## src/lmfs_pkg.sv

```systemverilog
`timescale 1ns / 1ps
// ----------------------------------------------------------------------------
// lmfs_pkg
// Shared widths, request codes and byte helpers for the LED matrix scroller.
// ----------------------------------------------------------------------------
package lmfs_pkg;

    localparam int NUM_COLUMNS_DEF = 32;
    localparam int DATA_W          = 8;
    localparam int ROWS            = 8;
    localparam int SEG_COLS        = 8;
    localparam int NUM_SEGS        = 4;
    localparam int DISP_COLS       = SEG_COLS * NUM_SEGS;
    localparam int TYPE_W          = 3;
    localparam int COL_W           = 5;
    localparam int ROW_W           = 3;
    localparam int ADDR_W          = 4;

    typedef enum logic [TYPE_W-1:0] {
        REQ_CLEAR      = 3'd0,
        REQ_SET        = 3'd1,
        REQ_ROLL_LEFT  = 3'd2,
        REQ_ROLL_RIGHT = 3'd3,
        REQ_ROLL_DOWN  = 3'd4,
        REQ_REFRESH    = 3'd5
    } req_t;

    // rotate a byte towards its MSB
    function automatic logic [DATA_W-1:0] rotl8(input logic [DATA_W-1:0] b,
                                                input logic [ROW_W-1:0] amt);
        logic [2*DATA_W-1:0] d;
        d = {b, b} << amt;
        return d[2*DATA_W-1:DATA_W];
    endfunction

    function automatic logic [DATA_W-1:0] bitrev8(input logic [DATA_W-1:0] b);
        logic [DATA_W-1:0] r;
        for (int i = 0; i < DATA_W; i++)
        begin
            r[i] = b[DATA_W-1-i];
        end
        return r;
    endfunction

endpackage

```

## src/lmfs_if.sv

```systemverilog
`timescale 1ns / 1ps
// ----------------------------------------------------------------------------
// lmfs_if
// Valid/ready channels: request items in, display register writes out.
// ----------------------------------------------------------------------------
interface lmfs_req_if;
    logic                        valid;
    logic                        ready;
    logic [lmfs_pkg::TYPE_W-1:0] req_type;
    logic [lmfs_pkg::COL_W-1:0]  column;
    logic [lmfs_pkg::ROW_W-1:0]  row;

    modport source (output valid, output req_type, output column, output row,
                    input ready);
    modport sink   (input valid, input req_type, input column, input row,
                    output ready);
endinterface

interface lmfs_wr_if;
    logic                        valid;
    logic                        ready;
    logic [lmfs_pkg::ADDR_W-1:0] reg_address;
    logic [lmfs_pkg::DATA_W-1:0] reg_data;
    logic                        frame_end;
    logic                        last;

    modport source (output valid, output reg_address, output reg_data,
                    output frame_end, output last, input ready);
    modport sink   (input valid, input reg_address, input reg_data,
                    input frame_end, input last, output ready);
endinterface

```

## src/lmfs_ram.sv

```systemverilog
`timescale 1ns / 1ps
// ----------------------------------------------------------------------------
// lmfs_ram
// Simple dual-port RAM, one write port, one registered read port.
// ----------------------------------------------------------------------------
module lmfs_ram #(
    parameter int WIDTH = 8,
    parameter int DEPTH = 32
) (
    input  logic                     clk,
    input  logic                     we,
    input  logic [$clog2(DEPTH)-1:0] waddr,
    input  logic [WIDTH-1:0]         wdata,
    input  logic                     re,
    input  logic [$clog2(DEPTH)-1:0] raddr,
    output logic [WIDTH-1:0]         rdata
);

    logic [WIDTH-1:0] mem [DEPTH];

    always_ff @(posedge clk)
    begin
        if (we)
        begin
            mem[waddr] <= wdata;
        end
        if (re)
        begin
            rdata <= mem[raddr];
        end
    end

endmodule

```

## src/led_matrix_frame_scroller_core.sv

```systemverilog
`timescale 1ns / 1ps
// ----------------------------------------------------------------------------
// led_matrix_frame_scroller_core
// Column frame buffer for four chained 8x8 LED segments.
// ----------------------------------------------------------------------------
// Usage:
//   req : request items (clear, set pixel, roll left/right/down, refresh).
//         ready is high only while the block is between requests.
//   wr  : display register writes produced by a refresh, 32 per refresh,
//         row-major, four segments per row, frame_end on the fourth of each
//         row and last on the final one.
// Operation:
//   clear and the three rolls complete when accepted; set pixel reads, then
//   writes back to the column RAM.
//   refresh reads the 32 displayed columns, one per cycle through the single
//   RAM read port, into a row snapshot (ST_SNAP, then ST_TAIL), then emits
//   the writes in ST_EMIT; a stalled wr holds up the emission, and the block
//   is ready again once the last write is loaded for wr.
//   Rolls only move a column offset and a bit rotation, so they do not touch
//   the RAM. Clear drops the per-column valid bits.
// Reset: the store reads as all zeros at once; no clearing pass is needed.
// A stalled wr holds its item while the next request can already be taken.
// ----------------------------------------------------------------------------
module led_matrix_frame_scroller_core #(
    parameter int NUM_COLUMNS = lmfs_pkg::NUM_COLUMNS_DEF
) (
    input  logic       clk,
    input  logic       rst_n,
    lmfs_req_if.sink   req,
    lmfs_wr_if.source  wr
);

    localparam int AW     = $clog2(NUM_COLUMNS);
    localparam int IW     = (AW + 1 > lmfs_pkg::COL_W + 1) ? AW + 1 : lmfs_pkg::COL_W + 1;
    localparam int RD_W   = $clog2(lmfs_pkg::DISP_COLS);
    localparam int NUM_WR = lmfs_pkg::ROWS * lmfs_pkg::NUM_SEGS;
    localparam int CNT_W  = $clog2(NUM_WR);
    localparam int DW     = lmfs_pkg::DATA_W;
    localparam int SEG_W  = $clog2(lmfs_pkg::NUM_SEGS);

    typedef enum logic [2:0] {
        ST_IDLE,
        ST_SP_WRITE,
        ST_SNAP,
        ST_TAIL,
        ST_EMIT
    } state_t;

    state_t                         state_reg;
    logic [NUM_COLUMNS-1:0]         valid_reg;
    logic [AW-1:0]                  off_reg;
    logic [lmfs_pkg::ROW_W-1:0]     rot_reg;
    logic [RD_W-1:0]                rd_cnt_reg;
    logic [CNT_W-1:0]               out_cnt_reg;
    logic                           out_valid_reg;
    logic                           cap_valid_reg;

    logic [AW-1:0]                  sp_addr_reg;
    logic [DW-1:0]                  sp_mask_reg;
    logic [AW-1:0]                  pend_addr_reg;
    logic [RD_W-1:0]                pend_idx_reg;
    logic                           pend_in_reg;
    logic [lmfs_pkg::DISP_COLS-1:0] rows_reg [lmfs_pkg::ROWS];
    logic [lmfs_pkg::ADDR_W-1:0]    out_addr_reg;
    logic [DW-1:0]                  out_data_reg;
    logic                           out_fe_reg;
    logic                           out_last_reg;

    logic                           req_fire;
    logic [IW-1:0]                  lidx_ext;
    logic [IW-1:0]                  sum_ext;
    logic [IW-1:0]                  phys_ext;
    logic                           in_range;
    logic [AW-1:0]                  phys;
    logic                           ram_re;
    logic                           ram_we;
    logic [DW-1:0]                  ram_wdata;
    logic [DW-1:0]                  ram_rdata;
    logic [DW-1:0]                  cap_byte;
    logic                           out_load;
    logic [lmfs_pkg::ROW_W-1:0]     emit_row;
    logic [SEG_W-1:0]               emit_seg;
    logic [lmfs_pkg::DISP_COLS-1:0] emit_word;
    logic [IW-1:0]                  off_inc;

    assign req.ready = (state_reg == ST_IDLE);
    assign req_fire  = req.valid && req.ready;

    // logical column -> RAM entry, through the roll offset
    always_comb
    begin
        if (state_reg == ST_IDLE)
        begin
            lidx_ext = IW'(req.column);
        end
        else
        begin
            lidx_ext = IW'(rd_cnt_reg);
        end
        sum_ext  = lidx_ext + IW'(off_reg);
        in_range = (lidx_ext < IW'(NUM_COLUMNS));
        if (sum_ext >= IW'(NUM_COLUMNS))
        begin
            phys_ext = sum_ext - IW'(NUM_COLUMNS);
        end
        else
        begin
            phys_ext = sum_ext;
        end
        phys = phys_ext[AW-1:0];
    end

    assign off_inc = IW'(off_reg) + IW'(1);

    assign ram_re = (req_fire && (req.req_type == lmfs_pkg::REQ_SET) && in_range)
                    || (state_reg == ST_SNAP);
    assign ram_we = (state_reg == ST_SP_WRITE);
    assign ram_wdata = (valid_reg[sp_addr_reg] ? ram_rdata : '0) | sp_mask_reg;

    // unwritten entries read as zero; stored bytes carry the row rotation
    assign cap_byte = (pend_in_reg && valid_reg[pend_addr_reg])
                      ? lmfs_pkg::rotl8(ram_rdata, rot_reg) : '0;

    assign emit_row  = out_cnt_reg[CNT_W-1:SEG_W];
    assign emit_seg  = out_cnt_reg[SEG_W-1:0];
    assign emit_word = rows_reg[emit_row];
    assign out_load  = (state_reg == ST_EMIT) && (!out_valid_reg || wr.ready);

    lmfs_ram #(
        .WIDTH (DW),
        .DEPTH (NUM_COLUMNS)
    ) u_store (
        .clk   (clk),
        .we    (ram_we),
        .waddr (sp_addr_reg),
        .wdata (ram_wdata),
        .re    (ram_re),
        .raddr (phys),
        .rdata (ram_rdata)
    );

    always_ff @(posedge clk or negedge rst_n)
    begin
        if (!rst_n)
        begin
            state_reg     <= ST_IDLE;
            valid_reg     <= '0;
            off_reg       <= '0;
            rot_reg       <= '0;
            rd_cnt_reg    <= '0;
            out_cnt_reg   <= '0;
            out_valid_reg <= 1'b0;
            cap_valid_reg <= 1'b0;
        end
        else
        begin
            cap_valid_reg <= (state_reg == ST_SNAP);
            if (out_load)
            begin
                out_valid_reg <= 1'b1;
            end
            else if (wr.ready)
            begin
                out_valid_reg <= 1'b0;
            end

            case (state_reg)
                ST_IDLE:
                begin
                    if (req_fire)
                    begin
                        case (req.req_type)
                            lmfs_pkg::REQ_CLEAR:
                            begin
                                valid_reg <= '0;
                            end
                            lmfs_pkg::REQ_SET:
                            begin
                                if (in_range)
                                begin
                                    state_reg <= ST_SP_WRITE;
                                end
                            end
                            lmfs_pkg::REQ_ROLL_LEFT:
                            begin
                                if (off_inc >= IW'(NUM_COLUMNS))
                                begin
                                    off_reg <= '0;
                                end
                                else
                                begin
                                    off_reg <= off_inc[AW-1:0];
                                end
                            end
                            lmfs_pkg::REQ_ROLL_RIGHT:
                            begin
                                if (off_reg == '0)
                                begin
                                    off_reg <= AW'(NUM_COLUMNS - 1);
                                end
                                else
                                begin
                                    off_reg <= off_reg - AW'(1);
                                end
                            end
                            lmfs_pkg::REQ_ROLL_DOWN:
                            begin
                                rot_reg <= rot_reg + lmfs_pkg::ROW_W'(1);
                            end
                            lmfs_pkg::REQ_REFRESH:
                            begin
                                rd_cnt_reg <= '0;
                                state_reg  <= ST_SNAP;
                            end
                            default:
                            begin
                                state_reg <= ST_IDLE;
                            end
                        endcase
                    end
                end
                ST_SP_WRITE:
                begin
                    valid_reg[sp_addr_reg] <= 1'b1;
                    state_reg              <= ST_IDLE;
                end
                ST_SNAP:
                begin
                    rd_cnt_reg <= rd_cnt_reg + RD_W'(1);
                    if (rd_cnt_reg == RD_W'(lmfs_pkg::DISP_COLS - 1))
                    begin
                        state_reg <= ST_TAIL;
                    end
                end
                ST_TAIL:
                begin
                    out_cnt_reg <= '0;
                    state_reg   <= ST_EMIT;
                end
                ST_EMIT:
                begin
                    if (out_load)
                    begin
                        out_cnt_reg <= out_cnt_reg + CNT_W'(1);
                        if (out_cnt_reg == CNT_W'(NUM_WR - 1))
                        begin
                            state_reg <= ST_IDLE;
                        end
                    end
                end
                default:
                begin
                    state_reg <= ST_IDLE;
                end
            endcase
        end
    end

    // payload registers
    always_ff @(posedge clk)
    begin
        if (req_fire)
        begin
            sp_addr_reg <= phys;
            sp_mask_reg <= DW'(1) << (req.row - rot_reg);
        end
        pend_addr_reg <= phys;
        pend_idx_reg  <= rd_cnt_reg;
        pend_in_reg   <= in_range;
        if (cap_valid_reg)
        begin
            for (int r = 0; r < lmfs_pkg::ROWS; r++)
            begin
                rows_reg[r][pend_idx_reg] <= cap_byte[r];
            end
        end
        if (out_load)
        begin
            out_addr_reg <= lmfs_pkg::ADDR_W'(emit_row) + lmfs_pkg::ADDR_W'(1);
            out_data_reg <= lmfs_pkg::bitrev8(emit_word[emit_seg*lmfs_pkg::SEG_COLS +: DW]);
            out_fe_reg   <= (emit_seg == SEG_W'(lmfs_pkg::NUM_SEGS - 1));
            out_last_reg <= (out_cnt_reg == CNT_W'(NUM_WR - 1));
        end
    end

    assign wr.valid       = out_valid_reg;
    assign wr.reg_address = out_addr_reg;
    assign wr.reg_data    = out_data_reg;
    assign wr.frame_end   = out_fe_reg;
    assign wr.last        = out_last_reg;

    // checks
    a_last_ends_frame: assert property (@(posedge clk) disable iff (!rst_n)
        wr.valid && wr.last |-> wr.frame_end)
        else $error("last write not on a frame end");

    a_addr_range: assert property (@(posedge clk) disable iff (!rst_n)
        wr.valid |-> (wr.reg_address != '0) && (wr.reg_address <= 4'd8))
        else $error("row register address out of range");

    a_no_gap: assert property (@(posedge clk) disable iff (!rst_n)
        wr.valid && wr.ready && !wr.last |=> wr.valid)
        else $error("gap inside a refresh run");

    a_offset_range: assert property (@(posedge clk) disable iff (!rst_n)
        IW'(off_reg) < IW'(NUM_COLUMNS))
        else $error("column offset beyond the store");

endmodule

```

## src/flat_wrapper.sv

```systemverilog
// flat-port wrapper written by rule: the top's interface ports become plain ports
module led_matrix_frame_scroller_core_flat 
#(
    parameter int NUM_COLUMNS = lmfs_pkg::NUM_COLUMNS_DEF
)
  (clk, rst_n, req_valid, req_req_type, req_column, req_row, req_ready, wr_valid, wr_reg_address, wr_reg_data, wr_frame_end, wr_last, wr_ready);
  lmfs_req_if req_i ();
  lmfs_wr_if wr_i ();
  input  logic clk;
  input  logic rst_n;
  input wire logic [$bits(req_i.valid)-1:0] req_valid;
  input wire logic [$bits(req_i.req_type)-1:0] req_req_type;
  input wire logic [$bits(req_i.column)-1:0] req_column;
  input wire logic [$bits(req_i.row)-1:0] req_row;
  output wire logic [$bits(req_i.ready)-1:0] req_ready;
  output wire logic [$bits(wr_i.valid)-1:0] wr_valid;
  output wire logic [$bits(wr_i.reg_address)-1:0] wr_reg_address;
  output wire logic [$bits(wr_i.reg_data)-1:0] wr_reg_data;
  output wire logic [$bits(wr_i.frame_end)-1:0] wr_frame_end;
  output wire logic [$bits(wr_i.last)-1:0] wr_last;
  input wire logic [$bits(wr_i.ready)-1:0] wr_ready;
  assign req_i.valid = req_valid;
  assign req_i.req_type = req_req_type;
  assign req_i.column = req_column;
  assign req_i.row = req_row;
  assign req_ready = req_i.ready;
  assign wr_valid = wr_i.valid;
  assign wr_reg_address = wr_i.reg_address;
  assign wr_reg_data = wr_i.reg_data;
  assign wr_frame_end = wr_i.frame_end;
  assign wr_last = wr_i.last;
  assign wr_i.ready = wr_ready;
  led_matrix_frame_scroller_core #(.NUM_COLUMNS(NUM_COLUMNS)) u_core (.clk(clk), .rst_n(rst_n), .req(req_i), .wr(wr_i));
endmodule
```

## config.mk

```make
export PLATFORM = sky130hd
export DESIGN_NAME = led_matrix_frame_scroller_core_flat
export DESIGN_NICKNAME = d
export VERILOG_FILES = /design/src/lmfs_pkg.sv /design/src/lmfs_if.sv /design/src/lmfs_ram.sv /design/src/led_matrix_frame_scroller_core.sv /design/src/flat_wrapper.sv
export SDC_FILE = /design/constraint.sdc
export NUM_CORES = 1
export LEC_CHECK = 0
export ABC_CLOCK_PERIOD_IN_PS = 8400
export BUFFER_PORTS_ARGS = -buffer_cell sky130_fd_sc_hd__buf_2
export CAP_MARGIN = 5
export CORE_MARGIN = 1.5
export CORE_UTILIZATION = 45
export DETAILED_ROUTE_END_ITERATION = 16
export PLACE_DENSITY = 0.59
export REMOVE_ABC_BUFFERS = 1
export SYNTH_ARGS = -nofsm -noshare
export SYNTH_HDL_FRONTEND = slang
export SYNTH_SLANG_ARGS = --single-unit
export TNS_END_PERCENT = 30
```

## constraint.sdc

```tcl
create_clock -name clk -period 8.4 [get_ports clk]
set_input_delay 2.52 -clock clk [delete_from_list [all_inputs] [get_ports clk]]
set_output_delay 2.52 -clock clk [all_outputs]
set_load 0.01 [all_outputs]
```

# Word level (Yosys, flattened, before mapping)
# Memory sizes are Yosys's and may differ from the RTL's. A register that Yosys moved wholly into a read port is not among the register bits.
# Cells that the tools add are included.
[totals]
regBits = 93
ram_bits = 512
inputBits = 15
out_inout_bits = 16
word_cells = 122
n_memories = 2
[mem_list]
columns = ["name", "words", "width", "rd", "rd_ports_with_merged_regs", "write_ports", "line", "source"]
rows = [
  ["u_core.rows_reg", 8, 32, 1, 0, 8, "led_matrix_frame_scroller_core.sv:63", "logic [lmfs_pkg::DISP_COLS-1:0] rows_reg [lmfs_pkg::ROWS];"],
  ["u_core.u_store.mem", 32, 8, 1, 1, 1, "lmfs_ram.sv:19", "logic [WIDTH-1:0] mem [DEPTH];"],
]
[op_classes]
addsub = 9
magnitude_cmp = 8
n_eq_ne = 20
n_shift = 3
n_mux = 36
bitwise_logic = 2
reduce_logical = 25
[op_table]
columns = ["operator", "count"]
rows = [
  ["$mux W32", 3],
  ["$pmux W32 S2", 1],
  ["$mux W5", 7],
  ["$or A32 B32 Y32", 1],
  ["$shiftx A32 B6 Y8", 1],
  ["$pmux W5 S2", 3],
  ["$lt A5 B6 Y1 const B", 4],
  ["$mux W8", 2],
  ["$shl A16 B3 Y16", 1],
  ["$mux W3", 5],
  ["$eq A3 B2 Y1 const B", 4],
  ["$ge A6 B6 Y1 const B", 2],
  ["$ne A2 B2 Y1 const B", 6],
  ["$pmux W3 S4", 1],
  ["$reduce_and A3 Y1", 4],
  ["$add A5 B1 Y5 const B", 2],
  ["$bmux W1 S5", 2],
  ["$demux W1 S5", 2],
  ["$eq A5 B5 Y1 const B", 2],
  ["$ge A5 B1 Y1 const B", 2],
  ["$reduce_bool A2 Y1", 5],
  ["$sub A5 B1 Y5 const B", 2],
  ["$eq A3 B3 Y1 const B", 3],
  ["$mux W1", 9],
  ["20 further kinds", 29],
]

# Longest topological paths before layout
[depth]
depth_word = 7
depth_mapped = 13

# Modules after synthesis
# From an unflattened synthesis, not the netlist that was laid out.
[hier_totals]
hier_cells = 1255
hier_area_um2 = 24782.5
[modules_own_cells]
columns = ["module", "n_inst", "cells_each", "area_each_um2", "seq_area_each_um2"]
rows = [
  ["led_matrix_frame_scroller_core", 1, 838, 14649.0, 10074.7],
  ["lmfs_ram", 1, 417, 10133.5, 7927.6],
]

# Least setup slack after synthesis
# OpenSTA, ideal clock, no wires.
[synth_timing]
path_kind = "input-to-reg"
start = "input port req_column[0]"
end = "register u_core.u_store.rdata[5], read port of u_core.u_store.mem, data pin"
setup_ns = 0.262
arrival_ns = 4.942
required_time_ns = 8.138
path_slack_ns = 3.196
path_stages = 11
path_buffers = 3
cell_sequence = "mux2_2 -> ha_1 -> inv_1 -> fa_1 -> buf_2 -> buf_2 -> clkbuf_1 -> mux4_2 -> o211ai_1 -> o211ai_1 -> mux2_1"
[synth_between]
elab_chain_len = 4
[synth_lines]
columns = ["item", "line", "source"]
rows = [
  ["start: declaration", "flat_wrapper.sv:13", "input wire logic [$bits(req_i.column)-1:0] req_column;"],
  ["$mux W5 *", "led_matrix_frame_scroller_core.sv:92", "if (state_reg == ST_IDLE)"],
  ["$add A5 B5 Y6 / $lt A5 B6 Y1 (equally long branches)", "led_matrix_frame_scroller_core.sv:100, led_matrix_frame_scroller_core.sv:101", ""],
  ["$sub A5 B1 Y5, or another cell as far along", "led_matrix_frame_scroller_core.sv:104", "phys_ext = sum_ext - IW'(NUM_COLUMNS);"],
  ["$mux W5 / $logic_or A1 B1 Y1 (equally long branches)", "led_matrix_frame_scroller_core.sv:102, led_matrix_frame_scroller_core.sv:116", ""],
  ["end: declaration", "lmfs_ram.sv:16", "output logic [WIDTH-1:0] rdata"],
]
# Mark *: on every way between the ends. The rest lies on a longest branch, timed or not.
# A chain may end at the register's enable or synchronous reset.

# Worst setup path in the final report
[layout_timing]
start = "input port req_column[0]"
end = "register u_core.u_store.rdata[1], read port of u_core.u_store.mem, data pin"
# The elaborated chain is that of the path after synthesis.

==> flow_summary.json <==
{
  "core_um2": 54200,
  "ir_drop_mv": 0.265,
  "crit_chain": "buf_2 > mux2_2 > ha_4 > inv_1 > fa_2 > buf_4 > mux4_2 > nand2_1 > a211o_1 > o211ai_1 > mux2_1",
  "grtUsageTotal_pct": 19.9,
  "clock_sinks": 612,
  "power_density_nw_per_um2": 413,
  "p_leak_nw": 9.48,
  "met2_usage_pct": 32.4,
  "ys_types": 51,
  "route.detailed.drc": 0,
  "initial_core_util_pct": 45.8,
  "dp_slack_ns": 2.37,
  "postCtsSetupBuffers": 0,
  "synthTopCellsByCount": "547 x edfxtp_1, 168 x mux4_2, 98 x nor2_1",
  "synth_top_cell_area_share_pct": 66.1,
  "cts_resized": 0,
  "synth_compound_area_share_pct": 3.51,
  "synth_area_um2": 24800,
  "hold_path_class": "flip-flop to flip-flop",
  "cts_tree": "yes",
  "dr.pass1.iters": 5,
  "timing.hold.ws_ns": 0.438,
  "totalWireLength_um": 54400,
  "fin_skew_ns": 0.0131,
  "via_per_inst": 5.85,
  "critical_path_class": "primary input to flip-flop",
  "synth-edff-count": 547,
  "synth_fa_ha_area_share_pct": 0.816,
  "path_max_fanout": 24,
  "top_usage_layer": "met2",
  "pin_count": 31,
  "worst_slew_pin_slew_ns": 1.30,
  "synth_mux_area_share_pct": 16.7,
  "drv_slew": 0,
  "htreeDepth": 2,
  "max_cap_viol_count": 0,
  "yosys.area_share.simple_pct": 4.36,
  "synth_area_leaders": "edfxtp_1 66%, mux4_2 15%, dfrtp_1 5.5%, nor2_1 1.5%, a21o_1 1.2%",
  "cp_slowest_cell": "fa_2",
  "setup_viol": 0,
  "cp.arrival_ns": 5.68,
  "synth_most_common_cell": "edfxtp_1",
  "place_hpwl_um": 32200,
  "layout_worst_path_cycle_share_pct": 63.4,
  "grt_use_met3_pct": 3.42,
  "synth_top_family_by_area": "multiplexers",
  "ys_warn_count": 0,
  "status": "finished clean",
  "syn_avg_cell_area_um2": 19.3,
  "grt_pass1_wl_um": 82700,
  "async_reset_ff_share_pct": 8.99,
  "wl_per_cell_um": 26.0,
  "r2r_setup_slack_ns": 3.86,
  "nNetsFinal": 1372,
  "crit_required_ns": 8.76,
  "slowest_delay_ns": 1.10,
  "path_clk_slew_ns": 0.06,
  "numPortBuffers": 30,
  "rsz0062_at_grt": "no",
  "cts_hold_buffers": 0,
  "endpoint_kind": "flip-flop",
  "final_antenna_net_count": 0,
  "die_y_um": 238,
  "syn_to_final_growth_pct": 11.9,
  "synth_top_area_cell": "edfxtp_1",
  "hold_violations": 0,
  "grt_max_degree": 56,
  "synth_ff_type": "edfxtp_1",
  "synth_xor_xnor_area_share_pct": 0.519,
  "synth-seq-cells": 612,
  "die-area_um2": 56600,
  "finalCriticalPeriod_ns": 5.32,
  "finalSetupTns_ns": 0,
  "gp_congestion": 0.750,
  "drtIter0Drc": 1128,
  "drive_gt1_share_pct": 25.4,
  "gr-total-overflow": 0,
  "grt_util_met1_pct": 27.8,
  "synth.yosys.seq_area_share_pct": 72.5,
  "antenna_found_initial": 0,
  "max_slew_margin_pct": 12.7,
  "die_width_um": 238,
  "grt_pass1_vias": 12772,
  "clockRootBuffer": "clkbuf_16",
  "cts_buffer_depth": 3,
  "worst_slack_ns": 3.08,
  "rows": 85,
  "num_vias": 12230,
  "syn_inst": 1284,
  "max_freq_mhz": 188,
  "cts_buffers": 60,
  "worstSkewPairLatency_ns": 0.62,
  "start_kind": "primary input"
}
logic make-up after synthesis:
kind of cell	after synthesis
mux	203
compound gates	118
buf+inv	88
flops	612
xor+xnor	13
simple gates	235
fa+ha+maj	15
placed cells by master, fill, tap and decap left out, drive strengths merged, types with 6 or more instances in the layout:
master,netlist,final
a211o,16,16
a21o,41,41
a21oi,8,8
buf,25,62
bufinv,0,7
clkbuf,41,72
clkinv,1,32
dfrtp,55,55
dfxtp,10,10
edfxtp,547,547
ha,13,13
inv,21,23
mux2,21,21
mux2i,14,14
mux4,168,168
nand2,70,70
nand2b,8,8
nand3,13,13
nand3b,12,12
nor2,98,98
nor3,6,6
o211ai,33,33
o21ai,7,7
xnor2,7,7
xor2,6,6
final timing paths:
path                                             startpoint                                end  depth (start not counted)
hold / removal             u_core.rd_cnt_reg[4]$_DFFE_PN0P_     u_core.pend_idx_reg[4]$_DFF_P_                          0
setup / recovery                              req_column[0]  u_core.u_store.rdata[1]$_DFFE_PP_                         11
hold reg to reg            u_core.rd_cnt_reg[4]$_DFFE_PN0P_     u_core.pend_idx_reg[4]$_DFF_P_                          0
setup reg to reg            u_core.state_reg[2]$_DFFE_PN0P_  u_core.u_store.rdata[1]$_DFFE_PP_                         11
min in group asynchronous                             rst_n   u_core.valid_reg[10]$_DFFE_PN0P_                          2
max in group asynchronous                             rst_n  u_core.out_cnt_reg[2]$_DFFE_PN0P_                          2
cell type report:
type / count / area, um^2
Antenna cell: 1 / 2.50
Tap cell: 696 / 871
Fill cell: 4386 / 26400
Sequential cell: 612 / 18000
Clock buffer: 72 / 1580
Multi-Input combinational cell: 584 / 6490
Clock inverter: 42 / 383
Timing Repair Buffer: 62 / 390
Inverter: 22 / 82.6
stage by stage:
| step | util, % | power (mW) | area, um^2 | instances |
|---|---|---|---|---|
| 4_1_cts | 51.3 | 11.7 | 27800 | 2090 |
| 2_1_floorplan | - | 7.44 | 24500 | 1218 |
| 5_1_grt | 51.3 | 12.1 | 27800 | 2090 |
| 6_report | 51.3 | 11.5 | 27800 | 2091 |
| 3_3_place_gp | 47.6 | 8.95 | 25800 | 1976 |
| 3_5_place_dp | 47.6 | 8.98 | 25800 | 1976 |
where the power goes:
part           switching, mW  internal (mW)
clock                   1.12           1.55
sequential             0.341           4.06
combinational           2.55           1.87
total                   4.01           7.48
critical path: cells and delay by family:
kind,cells,cell delay (ns)
buf+inv,3,0.59
compound gates,2,0.30
simple gates,1,0.09
mux,3,0.90
fa+ha+maj,2,1.23
metal layers:
layer | wire length (um) | vias up
met5 | 0 | -
met4 | 1440 | 0
met3 | 3010 | 97
met2 | 26700 | 337
met1 | 23300 | 6481
li1 | - | 5315
(Power assumes the default switching activity.)
